$ cat src/rtl/ohpp_pkg.sv
package ohpp_pkg;

    // Bin index width, wide enough for the largest supported bin count.
    localparam int BIN_IDX_W = 6;

    // Tolerance register.
    localparam int         TOL_W     = 4;
    localparam logic [3:0] TOL_RESET = 4'd10;

    // Stream field widths.
    localparam int ANGLE_W  = 8;
    localparam int OUT_BIN_W = 5;
    localparam int OUT_CNT_W = 16;
    localparam int OUT_DATA_W = 48;

    // Angles at or above this wrap back by the same amount.
    localparam logic [7:0] ANGLE_WRAP = 8'd180;

    // Offset that keeps (angle - tolerance) positive for the bin table.
    localparam logic [8:0] LUT_OFFSET = 9'd16;

    // Mode codes carried in tuser.
    localparam logic MODE_ADD    = 1'b0;
    localparam logic MODE_REPORT = 1'b1;

    // Control broadcast from the sequencer to every cell of the chain.
    typedef struct packed {
        logic                 add;
        logic                 shift;
        logic [BIN_IDX_W-1:0] own;
        logic [BIN_IDX_W-1:0] up;
        logic [BIN_IDX_W-1:0] dn;
    } t_cell_ctl;

endpackage

$ cat src/rtl/ohpp_cell.sv
module ohpp_cell #(
    parameter int COUNT_WIDTH = 16,
    parameter int INDEX       = 0
) (
    input  logic                  i_clk,
    input  logic                  i_rst_n,
    input  ohpp_pkg::t_cell_ctl   i_ctl,
    input  logic [COUNT_WIDTH-1:0] i_next,
    output logic [COUNT_WIDTH-1:0] o_count
);

    localparam logic [ohpp_pkg::BIN_IDX_W-1:0] MY_BIN = ohpp_pkg::BIN_IDX_W'(INDEX);
    localparam logic [COUNT_WIDTH:0] CNT_MAX = {1'b0, {COUNT_WIDTH{1'b1}}};

    logic [COUNT_WIDTH-1:0] r_count;
    logic [COUNT_WIDTH-1:0] n_count;
    logic                   hit_own;
    logic                   hit_up;
    logic                   hit_dn;
    logic [1:0]             inc;
    logic [COUNT_WIDTH:0]   sum;

    // Neighbor bins count only where they differ from the own bin; up and dn
    // may land on the same bin, which then gets two.
    always_comb begin
        hit_own = (i_ctl.own == MY_BIN);
        hit_up  = (i_ctl.up == MY_BIN) && (i_ctl.up != i_ctl.own);
        hit_dn  = (i_ctl.dn == MY_BIN) && (i_ctl.dn != i_ctl.own);
        inc     = 2'(hit_own) + 2'(hit_up) + 2'(hit_dn);
        sum     = {1'b0, r_count} + (COUNT_WIDTH+1)'(inc);
        n_count = (sum > CNT_MAX) ? CNT_MAX[COUNT_WIDTH-1:0] : sum[COUNT_WIDTH-1:0];
    end

    always_ff @(posedge i_clk) begin
        if (!i_rst_n) begin
            r_count <= '0;
        end else if (i_ctl.shift) begin
            r_count <= i_next;
        end else if (i_ctl.add) begin
            r_count <= n_count;
        end
    end

    assign o_count = r_count;

endmodule

$ cat src/rtl/orientation_histogram_peak_pair.sv
// Channel   Dir  Ports                          Content
// --------  ---  -----------------------------  ---------------------------------------------
// s stream  in   i_s_tvalid/o_s_tready          tdata: angle_deg; tuser: mode
// m stream  out  o_m_tvalid/i_m_tready          tdata: primary/secondary bin and count
// config    in   i_cfg_wen/i_cfg_wdata          angle_tolerance, 4 bits
//
// Add words are taken one per cycle while o_s_tready is high; each updates the cell chain
// in the next cycle. A report word runs to its result in three steps: ST_SCAN rotates the
// chain past the peak scanner, ST_CLEAR shifts zeros in while the three bins around the
// perpendicular are captured, and ST_PICK picks the secondary.
// No input is taken during a report, nor while an unread result waits with i_m_tready low.
// Reset is synchronous and clears every count and sets the tolerance to 10.
module orientation_histogram_peak_pair #(
    parameter int DEG_PER_BIN = 10,
    parameter int NUM_BINS    = 18,
    parameter int COUNT_WIDTH = 16
) (
    input  logic        i_clk,
    input  logic        i_rst_n,
    // config
    input  logic        i_cfg_wen,
    input  logic [3:0]  i_cfg_wdata,
    // input stream
    input  logic        i_s_tvalid,
    output logic        o_s_tready,
    input  logic [7:0]  i_s_tdata,   // [7:0] angle_deg
    input  logic        i_s_tuser,   // [0] mode
    // result stream
    output logic        o_m_tvalid,
    input  logic        i_m_tready,
    output logic [47:0] o_m_tdata    // [4:0] primary_bin, [20:5] primary_count,
                                     // [25:21] secondary_bin, [41:26] secondary_count,
                                     // [47:42] zero
);

    localparam int IW   = ohpp_pkg::BIN_IDX_W;
    localparam int KW   = (NUM_BINS > 1) ? $clog2(NUM_BINS) : 1;
    localparam int HALF = NUM_BINS / 2;
    localparam logic [KW-1:0] LAST_BIN = KW'(NUM_BINS - 1);

    typedef logic [IW-1:0] t_lut [256];

    typedef enum logic [3:0] {
        ST_IDLE  = 4'b0001,
        ST_SCAN  = 4'b0010,
        ST_CLEAR = 4'b0100,
        ST_PICK  = 4'b1000
    } t_state;

    // Bin of (v - 16), wrapped modulo NUM_BINS, built by stepping through the
    // degrees so that floor division needs no divider.
    function automatic t_lut build_lut();
        t_lut lut;
        int   q_w;
        int   r;
        int   v;
        lut = '{default: '0};
        q_w = NUM_BINS - 4;
        r   = 0;
        for (v = -4 * DEG_PER_BIN; v <= 239; v++) begin
            if (v >= -16) begin
                lut[v + 16] = IW'(q_w);
            end
            r++;
            if (r == DEG_PER_BIN) begin
                r   = 0;
                q_w = (q_w == NUM_BINS - 1) ? 0 : q_w + 1;
            end
        end
        return lut;
    endfunction

    localparam t_lut BIN_LUT = build_lut();

    // Clamp a count to the 16-bit result field.
    function automatic logic [15:0] sat16(input logic [COUNT_WIDTH-1:0] c);
        logic [COUNT_WIDTH+15:0] ext;
        ext = (COUNT_WIDTH+16)'(c);
        return (ext > (COUNT_WIDTH+16)'(16'hFFFF)) ? 16'hFFFF : ext[15:0];
    endfunction

    t_state                 r_state;
    t_state                 n_state;
    logic [3:0]             r_tol;
    logic                   r_add;
    logic [IW-1:0]          r_own;
    logic [IW-1:0]          r_up;
    logic [IW-1:0]          r_dn;
    logic [KW-1:0]          r_k;
    logic [KW-1:0]          r_p;
    logic [COUNT_WIDTH-1:0] r_best;
    logic [COUNT_WIDTH-1:0] r_c [3];
    logic                   r_out_vld;
    logic [47:0]            r_out_data;

    logic                   s_acc;
    logic [7:0]             ang;
    logic [8:0]             idx_own;
    logic [8:0]             idx_up;
    logic [8:0]             idx_dn;
    logic [KW:0]            sec_sum [3];
    logic [KW-1:0]          sec_idx [3];
    logic [KW-1:0]          s_bin;
    logic [COUNT_WIDTH-1:0] s_cnt;
    logic [COUNT_WIDTH-1:0] head;
    logic [COUNT_WIDTH-1:0] feedback;
    logic [COUNT_WIDTH-1:0] counts [NUM_BINS];
    ohpp_pkg::t_cell_ctl    cell_ctl;

    // Take an input word only in idle and when the result register is free or being freed.
    assign o_s_tready = (r_state == ST_IDLE) && (!r_out_vld || i_m_tready);
    assign s_acc      = i_s_tvalid && o_s_tready;

    // Fold angles at or above 180 back, then look up own and neighbor bins.
    always_comb begin
        ang     = (i_s_tdata >= ohpp_pkg::ANGLE_WRAP) ? (i_s_tdata - ohpp_pkg::ANGLE_WRAP)
                                                     : i_s_tdata;
        idx_own = {1'b0, ang} + ohpp_pkg::LUT_OFFSET;
        idx_up  = idx_own + 9'(r_tol);
        idx_dn  = idx_own - 9'(r_tol);
    end

    always_ff @(posedge i_clk) begin
        if (!i_rst_n) begin
            r_tol <= ohpp_pkg::TOL_RESET;
        end else if (i_cfg_wen) begin
            r_tol <= i_cfg_wdata;
        end
    end

    // Register the decoded bins; the cells add them in the next cycle.
    always_ff @(posedge i_clk) begin
        if (!i_rst_n) begin
            r_add <= 1'b0;
        end else begin
            r_add <= s_acc && (i_s_tuser == ohpp_pkg::MODE_ADD);
        end
        r_own <= BIN_LUT[idx_own[7:0]];
        r_up  <= BIN_LUT[idx_up[7:0]];
        r_dn  <= BIN_LUT[idx_dn[7:0]];
    end

    always_comb begin
        cell_ctl.add   = r_add;
        cell_ctl.shift = (r_state == ST_SCAN) || (r_state == ST_CLEAR);
        cell_ctl.own   = r_own;
        cell_ctl.up    = r_up;
        cell_ctl.dn    = r_dn;
    end

    // Rotate during the peak scan, shift zeros in during the clearing pass.
    assign head     = counts[0];
    assign feedback = (r_state == ST_SCAN) ? head : '0;

    for (genvar g = 0; g < NUM_BINS; g++) begin : g_cell
        ohpp_cell #(
            .COUNT_WIDTH (COUNT_WIDTH),
            .INDEX       (g)
        ) u_cell (
            .i_clk   (i_clk),
            .i_rst_n (i_rst_n),
            .i_ctl   (cell_ctl),
            .i_next  ((g == NUM_BINS - 1) ? feedback : counts[(g + 1) % NUM_BINS]),
            .o_count (counts[g])
        );
    end

    // The three bins around the primary's perpendicular; each sum stays below
    // twice the bin count, so one subtract wraps it.
    always_comb begin
        for (int j = 0; j < 3; j++) begin
            sec_sum[j] = (KW+1)'(r_p) + (KW+1)'(HALF - 1 + j);
            sec_idx[j] = (sec_sum[j] >= (KW+1)'(NUM_BINS))
                       ? KW'(sec_sum[j] - (KW+1)'(NUM_BINS)) : sec_sum[j][KW-1:0];
        end
    end

    // Earliest wins on ties.
    always_comb begin
        s_bin = sec_idx[0];
        s_cnt = r_c[0];
        if (r_c[1] > s_cnt) begin
            s_bin = sec_idx[1];
            s_cnt = r_c[1];
        end
        if (r_c[2] > s_cnt) begin
            s_bin = sec_idx[2];
            s_cnt = r_c[2];
        end
    end

    always_comb begin
        n_state = r_state;
        case (r_state)
            ST_IDLE: begin
                if (s_acc && (i_s_tuser == ohpp_pkg::MODE_REPORT)) begin
                    n_state = ST_SCAN;
                end
            end
            ST_SCAN: begin
                if (r_k == LAST_BIN) begin
                    n_state = ST_CLEAR;
                end
            end
            ST_CLEAR: begin
                if (r_k == LAST_BIN) begin
                    n_state = ST_PICK;
                end
            end
            ST_PICK: begin
                n_state = ST_IDLE;
            end
            default: begin
                n_state = ST_IDLE;
            end
        endcase
    end

    always_ff @(posedge i_clk) begin
        if (!i_rst_n) begin
            r_state <= ST_IDLE;
            r_k     <= '0;
        end else begin
            r_state <= n_state;
            if ((r_state == ST_SCAN) || (r_state == ST_CLEAR)) begin
                r_k <= (r_k == LAST_BIN) ? '0 : r_k + 1'b1;
            end else begin
                r_k <= '0;
            end
        end
    end

    // Peak scan: the head of the chain holds bin r_k; strict compare keeps the
    // first bin with the largest count.
    always_ff @(posedge i_clk) begin
        if (r_state == ST_SCAN) begin
            if ((r_k == '0) || (head > r_best)) begin
                r_best <= head;
                r_p    <= r_k;
            end
        end
        if (r_state == ST_CLEAR) begin
            for (int j = 0; j < 3; j++) begin
                if (r_k == sec_idx[j]) begin
                    r_c[j] <= head;
                end
            end
        end
    end

    // Result register: hold until taken.
    always_ff @(posedge i_clk) begin
        if (!i_rst_n) begin
            r_out_vld <= 1'b0;
        end else if (r_state == ST_PICK) begin
            r_out_vld <= 1'b1;
        end else if (i_m_tready) begin
            r_out_vld <= 1'b0;
        end
        if (r_state == ST_PICK) begin
            r_out_data <= {6'b0, sat16(s_cnt), 5'(s_bin), sat16(r_best), 5'(r_p)};
        end
    end

    assign o_m_tvalid = r_out_vld;
    assign o_m_tdata  = r_out_data;

    a_out_from_pick: assert property (@(posedge i_clk) disable iff (!i_rst_n)
        $rose(o_m_tvalid) |-> $past(r_state == ST_PICK))
        else $error("result raised without a pick cycle");

    a_report_starts_scan: assert property (@(posedge i_clk) disable iff (!i_rst_n)
        (s_acc && (i_s_tuser == ohpp_pkg::MODE_REPORT)) |=> (r_state == ST_SCAN && r_k == '0))
        else $error("report word did not start the scan at bin zero");

    a_cleared_at_pick: assert property (@(posedge i_clk) disable iff (!i_rst_n)
        (r_state == ST_PICK) |-> (counts[0] == '0 && counts[NUM_BINS-1] == '0))
        else $error("histogram not cleared after report");

    a_no_add_in_pass: assert property (@(posedge i_clk) disable iff (!i_rst_n)
        (r_state == ST_SCAN && $past(r_state == ST_SCAN)) |-> !r_add)
        else $error("add pending while chain is shifting");

endmodule

$ cat config.mk
export PLATFORM = sky130hd
export DESIGN_NAME = orientation_histogram_peak_pair
export DESIGN_NICKNAME = d
export VERILOG_FILES = /design/src/rtl/ohpp_pkg.sv /design/src/rtl/ohpp_cell.sv /design/src/rtl/orientation_histogram_peak_pair.sv
export SDC_FILE = /design/constraint.sdc
export NUM_CORES = 1
export LEC_CHECK = 0
export BUFFER_PORTS_ARGS = -buffer_cell sky130_fd_sc_hd__buf_2
export CAP_MARGIN = 15
export CORE_MARGIN = 5
export CORE_UTILIZATION = 43
export CTS_BUF_LIST = sky130_fd_sc_hd__clkbuf_16
export DETAILED_ROUTE_END_ITERATION = 10
export MAX_ROUTING_LAYER = met4
export PLACE_DENSITY = 0.59
export SETUP_SLACK_MARGIN = 0.5
export SLEW_MARGIN = 20
export SYNTH_ARGS = -nofsm -noshare
export SYNTH_HDL_FRONTEND = slang
export SYNTH_SLANG_ARGS = --single-unit
export TNS_END_PERCENT = 20
$ cat constraint.sdc
create_clock -name i_clk -period 5.55 [get_ports i_clk]
set_input_delay 1.11 -clock i_clk [delete_from_list [all_inputs] [get_ports i_clk]]
set_output_delay 1.11 -clock i_clk [all_outputs]
set_load 0.05 [all_outputs]
==> summary.txt, run 1 <==
Critical path
  • Worst path cell trace: xnor2_1 > nand3_1 > nor3_1 > nor2_1 > nand2_1 > nor3_1 > fa_1 > ha_1 > inv_1 > fa_1 > nor3b_1 > and3b_1 > nand4_1 > and2_0 > and4_1 > nor3_1
  • WP buf/inv: 1
  • FF-to-FF path depth: 16
  • CP Capture Type: flop
  • WP data arrival: 5370 ps
  • CP top delay family: simple AND/OR/NAND/NOR gates
  • Crit path kind: reg -> reg
  • Crit path depth: 16
  • Crit-path slowest cell: dfxtp_1
  • Worst Setup Start Kind: flop
  • Slowest stage delay, CP: 640 ps
  • Crit-path max FO: 14
  • Crit path required time: between 6000 and 7000 ps
  • R2R setup slack: 690 ps
  • Critical Path Most Common Cell: nor3_1

CTS
  • Worst-Skew Late Latency: 600 ps
  • CTS Root Cell: clkbuf_16
  • Htree depth: 2
  • Hold_buf cts: 0
  • CTS Buffer Depth: 3
  • CTS tree: built
  • Register clock-pin slew on the reported worst setup and hold paths: roughly 60 ps
  • CTS sink cnt: 429
  • CTS Buf Count: a little over 50

Die
  • Io pins: 68
  • Die Y: ~260 um
  • Starting density of the core: between 40% and 50%
  • Die X: between 200 and 300 um
  • # rows: 91
  • Core Footprint: about 0.061 mm^2
  • Die ar.: between 0.06 and 0.07 mm^2

Detailed routing
  • Routed wire per std cell: 18.5 um
  • DR vias/cell: roughly 6.0
  • Final wirelength: about 73000 um
  • First drt pass iteration count: 5
  • Total number of vias: 23900
  • DRC viols: 0
  • Detail Route Antenna Nets: 0
  • 1st-iter DRT viols: approximately 1800

Place
  • Area after DPL: around 0.027 mm^2
  • Dpl hpwl: 49600 um
  • Port bufs: slightly above 60
  • Gp weighted congestion: about 0.9
  • Worst slack, placed: roughly 140 ps

Logic synthesis
  • Synth Cell Area: 0.0265 mm^2
  • Yosys warns: 0
  • Synthesized area per cell: 8.37 um^2
  • Largest cells by area after synthesis: dfxtp_1 (24%), edfxtp_1 (13%), a21oi_1 (5.8%)
  • Largest family of logic cells by synthesized area: compound AO/OA/AOI/OAI gates
  • Synth Area in XOR/XNOR: roughly 4.4%
  • Synth area leader: dfxtp_1
  • Post-synthesis cell type count: 90
  • Synth Area in Compound Gates: 23.9%
  • Register area share after synthesis: 36.6%
  • Mux contribution to synthesized area: 1.59%
  • Synth top cells by count: dfxtp_1 (318), a21oi_1 (309), nor2_1 (287)
  • EDFF count, synth: roughly 110
  • Top FF cell, synth: dfxtp_1
  • Simple-gate share of the synthesized area: between 20 and 25%
  • Post-Synth Adder-Cell Area: ~8.2%
  • Most frequent cell after synthesis: dfxtp_1
  • Synth top area share: roughly a quarter
  • Asr flop ratio synth: 0%
  • Number of synthesized register bits: ~430
  • Cells after synthesis: ~3200

Finish
  • Design area: about 0.029 mm^2
  • Diode count: 0
  • Final layout net count: ~3300
  • Register area: ~0.0097 mm^2
  • Fill cell count: 5868
  • Area growth, synth to finish: 9.71%
  • Share of post-route cells with drive strength above 1: under 10%
  • Footprint of the multi-input gates: 0.0156 mm^2

STA
  • Worst-Margin Slew: roughly 1100 ps
  • Tmin final: roughly 4900 ps
  • Final hold violation count: 0
  • FMAX: between 0.2 and 0.25 GHz
  • WHS: 454 ps
  • Final period utilization: a little under 90%
  • Rel. slew slack: between 20% and 30%
  • Max Transition Viols Final: 0
  • Final setup viols: 0
  • Setup TNS: 0 ps
  • RSZ-0062 raised after global routing: yes
  • Worst clock skew: ~17 ps
  • PnR worst setup slack: 692 ps

Global routing
  • Largest net degree at the start of global routing: 149
  • First-pass GRT wire length: 120000 um
  • Initial antenna violation count: 0
  • Vias in the first global route: ~23000
  • Total grt overflow: 0
  • Overall Global Routing Usage: roughly 22%

Status
  • Status: finished clean

Pwr
  • VDD IR max: 0.205 mV
  • Leak: around 0.011 uW
  • P per Cell Area: between 200 and 300 mW/mm^2

Min path
  • HP Class: reg -> reg
  • WHS Path Cells: 0

Run
  • Max-Cap Viols: 0
-- final timing paths --
kind | end | start
max reg2reg | g_cell[0].u_cell.o_count[14]$_SDFFE_PN0P_ | r_dn[2]$_DFF_P_
min | o_m_tdata[16]$_DFFE_PP_ | r_best[11]$_DFFE_PP_
min reg2reg | o_m_tdata[16]$_DFFE_PP_ | r_best[11]$_DFFE_PP_
max | g_cell[0].u_cell.o_count[14]$_SDFFE_PN0P_ | r_dn[2]$_DFF_P_
-- report_power, final --
group / total (uW) / switching [uW] / internal, uW / leakage (uW)
clock network: 3110 / 1350 / 1760 / 0.000790
registers: 3620 / 267 / 3360 / 0.00357
logic: 1420 / 875 / 544 / 0.00638
total: 8150 / 2490 / 5650 / 0.0107
-- stage by stage --
stage	utilization, %	cells	total power (uW)
after floorplan	-	3168	4660
after global placement	44.8	3869	5040
after detailed placement	44.8	3869	5080
after CTS	47.2	3954	8210
after global routing	47.3	3960	8560
final	47.3	3960	8150
-- cell usage in the layout, fill, tap and decap left out, types with 52 or more instances in the layout --
cell and n:
o211ai_1 110, ha_1 108, buf_2 60, inv_1 145, xnor2_1 63, and3_1 59
a311oi_1 66, nor2_1 286, nand3_1 112, buf_4 52, xor2_1 66, o21ai_0 255
or3_1 96, edfxtp_1 111, dfxtp_1 317, a21oi_1 307, nor3_1 71, clkbuf_16 53
nand2_1 203
-- sequential cells by signal, indices dropped and copies added, names as in the netlist --
register / flops
r_up: 5
r_dn: 5
g_cell.u_cell.o_count: 288
r_state: 4
o_m_tdata: 42
o_m_tvalid: 1
r_k: 5
r_tol: 4
r_own: 5
r_add: 1
r_best: 16
r_c: 48
r_p: 5
-- cell type report --
cell class / count / share of cell area [%]
Tap cell: 790 / 3.40
Clock buffer: 53 / 4.56
Inverter: 138 / 1.80
Clock inverter: 32 / 0.624
Sequential cell: 429 / 33.4
Multi-Input combinational cell: 2403 / 53.7
Timing Repair Buffer: 115 / 2.53
-- per-layer routing --
layer | part of all wire [%] | wire length, um | global-route usage [%]
met1 | 45 | 32800 | 27.4
met2 | 49 | 35600 | 36.7
met3 | 4.4 | 3210 | 2.49
met4 | 2.0 | 1490 | 6.20
met5 | 0 | 0 | -
-- cell families (layout without fill, tap and decap cells) --
logic type / count (synthesis) / after routing
AOI/OAI and AO/OA: 1002 / 1002
muxes: 41 / 41
and+or+nand+nor: 1072 / 1072
adders and majority gates: 151 / 151
xor gates and xnor gates: 131 / 131
other: 1 / 6
buffers and inverters: 336 / 338
DFF: 429 / 429
-- what timing repair did --
| item | in CTS | in global routing |
|---|---|---|
| buffers inserted | 0 | 6 |
| gates resized for setup | 0 | 5 |
| setup endpoints to repair | 0 | 34 |
Note: power is estimated with default switching activity, not from simulation.
==> run 2, diff against run 1 <==
CORE_UTILIZATION = 31   (was 43)
PLACE_DENSITY = 0.45   (was 0.59)
==> run 2 against run 1 <==
Net effect:
- register-to-register slack worse by 50 ps
- count of clock-buffer cells in the layout unchanged
- hold slack got worse by 2.3 ps
- fmax decreased by 1.0%
==> summary.txt, run 2 (same netlist as run 1, synthesis figures left out) <==
Critical path
  • Crit path required time: 5910 ps (-150 ps)
  • Crit-path max FO: 28 (+14)
  • CP top delay family: compound AO/OA/AOI/OAI gates
  • Worst R2R End: o_m_tdata[26]$_DFFE_PP_
  • FF-to-FF path depth: 18 (+2)
  • CP Capture Type: flop
  • Crit path kind: reg -> reg
  • R2R setup slack: 640 ps (-50 ps)
  • Worst path cell trace: inv_1 > ha_1 > a21oi_1 > a2bb2oi_1 > a21oi_1 > o31a_1 > or3b_2 > o21ai_2 > buf_4 > mux2i_1 > ha_1 > a211o_1 > o211ai_1 > a21oi_1 > o31a_1 > o21ai_2 > buf_4 > mux2_2
  • Worst Setup Start Kind: flop
  • R2r startpoint: r_c[0][9]$_DFFE_PP_
  • Slowest stage delay, CP: 460 ps (-180 ps)
  • WP buf/inv: 3 (+2)
  • WP data arrival: 5260 ps (-110 ps)
  • Crit-path slowest cell: or3b_2
  • Critical Path Most Common Cell: a21oi_1

STA
  • Worst-Margin Slew: 1100 ps (-21.6 ps)
  • Worst clock skew: 28.3 ps (+10.8 ps)
  • RSZ-0062 raised after global routing: yes
  • FMAX: 0.204 GHz (-1.0%)
  • Final hold violation count: 0 (unchanged)
  • Final setup viols: 0 (unchanged)
  • Tmin final: 4910 ps (+49.6 ps)
  • Rel. slew slack: 26.3% (+1.6 points)
  • Max Transition Viols Final: 0 (unchanged)
  • Setup TNS: 0 ps (unchanged)
  • Final period utilization: 88.4% (+0.89 points)
  • PnR worst setup slack: 642 ps (-49.6 ps)

Min path
  • Hold Path Sink: o_m_tdata[8]$_DFFE_PP_
  • HP Class: reg -> reg
  • Worst Hold Launch: r_best[3]$_DFFE_PP_
  • WHS Path Cells: 0 (unchanged)

Detailed routing
  • Detail Route Antenna Nets: 0 (unchanged)
  • DRC viols: 0 (unchanged)
  • 1st-iter DRT viols: 1509 (-14%)
  • Total number of vias: 23700 (-0.68%)
  • First drt pass iteration count: 6 (+1)
  • Routed wire per std cell: 18.2 um (-1.5%)
  • DR vias/cell: 5.50 (-8.8%)
  • Final wirelength: 78500 um (+7.3%)

Die
  • Starting density of the core: 31.2% (-12 points)
  • Die Y: 302 um (+17%)
  • Core Footprint: 0.0850 mm^2 (+39%)
  • Die ar.: 0.0914 mm^2 (+37%)
  • # rows: 107 (+18%)
  • Io pins: 68 (unchanged)
  • Die X: 302 um (+17%)

Global routing
  • First-pass GRT wire length: 127000 um (+6.4%)
  • Initial antenna violation count: 0 (unchanged)
  • Largest net degree at the start of global routing: 183 (+23%)
  • Vias in the first global route: 23300 (+0.61%)
  • Overall Global Routing Usage: 17.3% (-4.4 points)
  • Total grt overflow: 0 (unchanged)

Finish
  • Final layout net count: 3295 (-0.21%)
  • Largest register FFs: 288 (unchanged)
  • Most frequent cells in the layout: dfxtp_1 (317), a21oi_1 (307), nor2_1 (286), o21ai_0 (255), nand2_1 (202)
  • Commonest non-fill, non-tap cell in the layout: dfxtp_1
  • Diode count: 0 (unchanged)
  • Fin util: 34.7% (-13 points)
  • Area growth, synth to finish: 11.4%
  • Fill cell count: 8724 (+49%)
  • Share of post-route cells with drive strength above 1: 6.81% (-0.22 points)

Place
  • Worst slack, placed: 108 ps (-36.8 ps)
  • Port bufs: 61 (unchanged)
  • Gp weighted congestion: 0.858 (-3.5%)
  • Dpl hpwl: 53400 um (+7.8%)

CTS
  • CTS Root Cell: clkbuf_16
  • Worst-Skew Late Latency: 610 ps (about the same)
  • CTS Buffer Depth: 3 (unchanged)
  • CTS Buf Count: 53 (+3.9%)
  • CTS tree: built
  • Register clock-pin slew on the reported worst setup and hold paths: 60 ps (about the same)
  • CTS sink cnt: 429 (unchanged)
  • Htree depth: 2 (unchanged)

Status
  • Status: finished clean

Pwr
  • VDD IR max: 0.248 mV (+21%)
  • Leak: 0.0107 uW (about the same)
  • P per Cell Area: 280 mW/mm^2 (about the same)

Run
  • Max-Cap Viols: 0 (unchanged)
## run 2: cell count changes in the layout (fill, tap and decap cells not counted), sizes merged
cell,previous run,this run
bufinv,1,2
buf,114,105
clkinv,22,27
inv,147,150
## run 2: area by class of cell
cell class	count	area (um^2)	share of cell area, %
clock buffer	53	1330	4.50
multi-input combinational	2403	15600	52.8
tap	1144	1430	4.85
inverter	138	523	1.77
sequential	429	9700	32.9
timing repair buffer	106	677	2.29
clock inverter	41	253	0.857
## run 2: worst max-delay path by stage
stage          slack [ps]                  from                       to  cells after the start
2_1_floorplan         830          i_s_tdata[3]          r_dn[1]$_DFF_P_                     14
3_3_place_gp          240          i_s_tdata[3]          r_up[1]$_DFF_P_                     16
3_5_place_dp          110          i_s_tdata[3]          r_up[0]$_DFF_P_                     16
4_1_cts               630  r_c[0][25]$_DFFE_PP_  o_m_tdata[26]$_DFFE_PP_                     17
5_1_grt               350          i_s_tdata[3]          r_dn[0]$_DFF_P_                     16
6_report              640   r_c[0][9]$_DFFE_PP_  o_m_tdata[26]$_DFFE_PP_                     18
## run 2: repair_timing
| item | in CTS | in global routing |
|---|---|---|
| endpoints found under the setup margin | 0 | 11 |
| setup buffers | 0 | 1 |
| resized for setup | 0 | 1 |
| hold buffers | 0 | 0 |
## run 2: power breakdown
part	internal [uW]	switching, uW
Sequential	3360	296
Combinational	536	871
Clock	1820	1390
## run 2: through the flow
| stage | hold WS [ps] | total power [uW] | cells | instance area (um^2) |
|---|---|---|---|---|
| 2_1_floorplan | 406 | 4660 | 3168 | 26500 |
| 3_3_place_gp | 439 | 5060 | 4219 | 27900 |
| 3_5_place_dp | 441 | 5100 | 4219 | 27900 |
| 4_1_cts | 456 | 8380 | 4313 | 29500 |
| 5_1_grt | 460 | 8710 | 4314 | 29500 |
| 6_report | 452 | 8270 | 4314 | 29500 |
## run 2: per-layer routing
layer / share of wire [%] / global-route usage, % / up-vias
li1: - / - / 11600
met1: 46 / 22.1 / 11500
met2: 48 / 29.4 / 503
met3: 3.9 / 1.86 / 112
met4: 2.0 / 4.16 / 0
met5: 0 / - / -
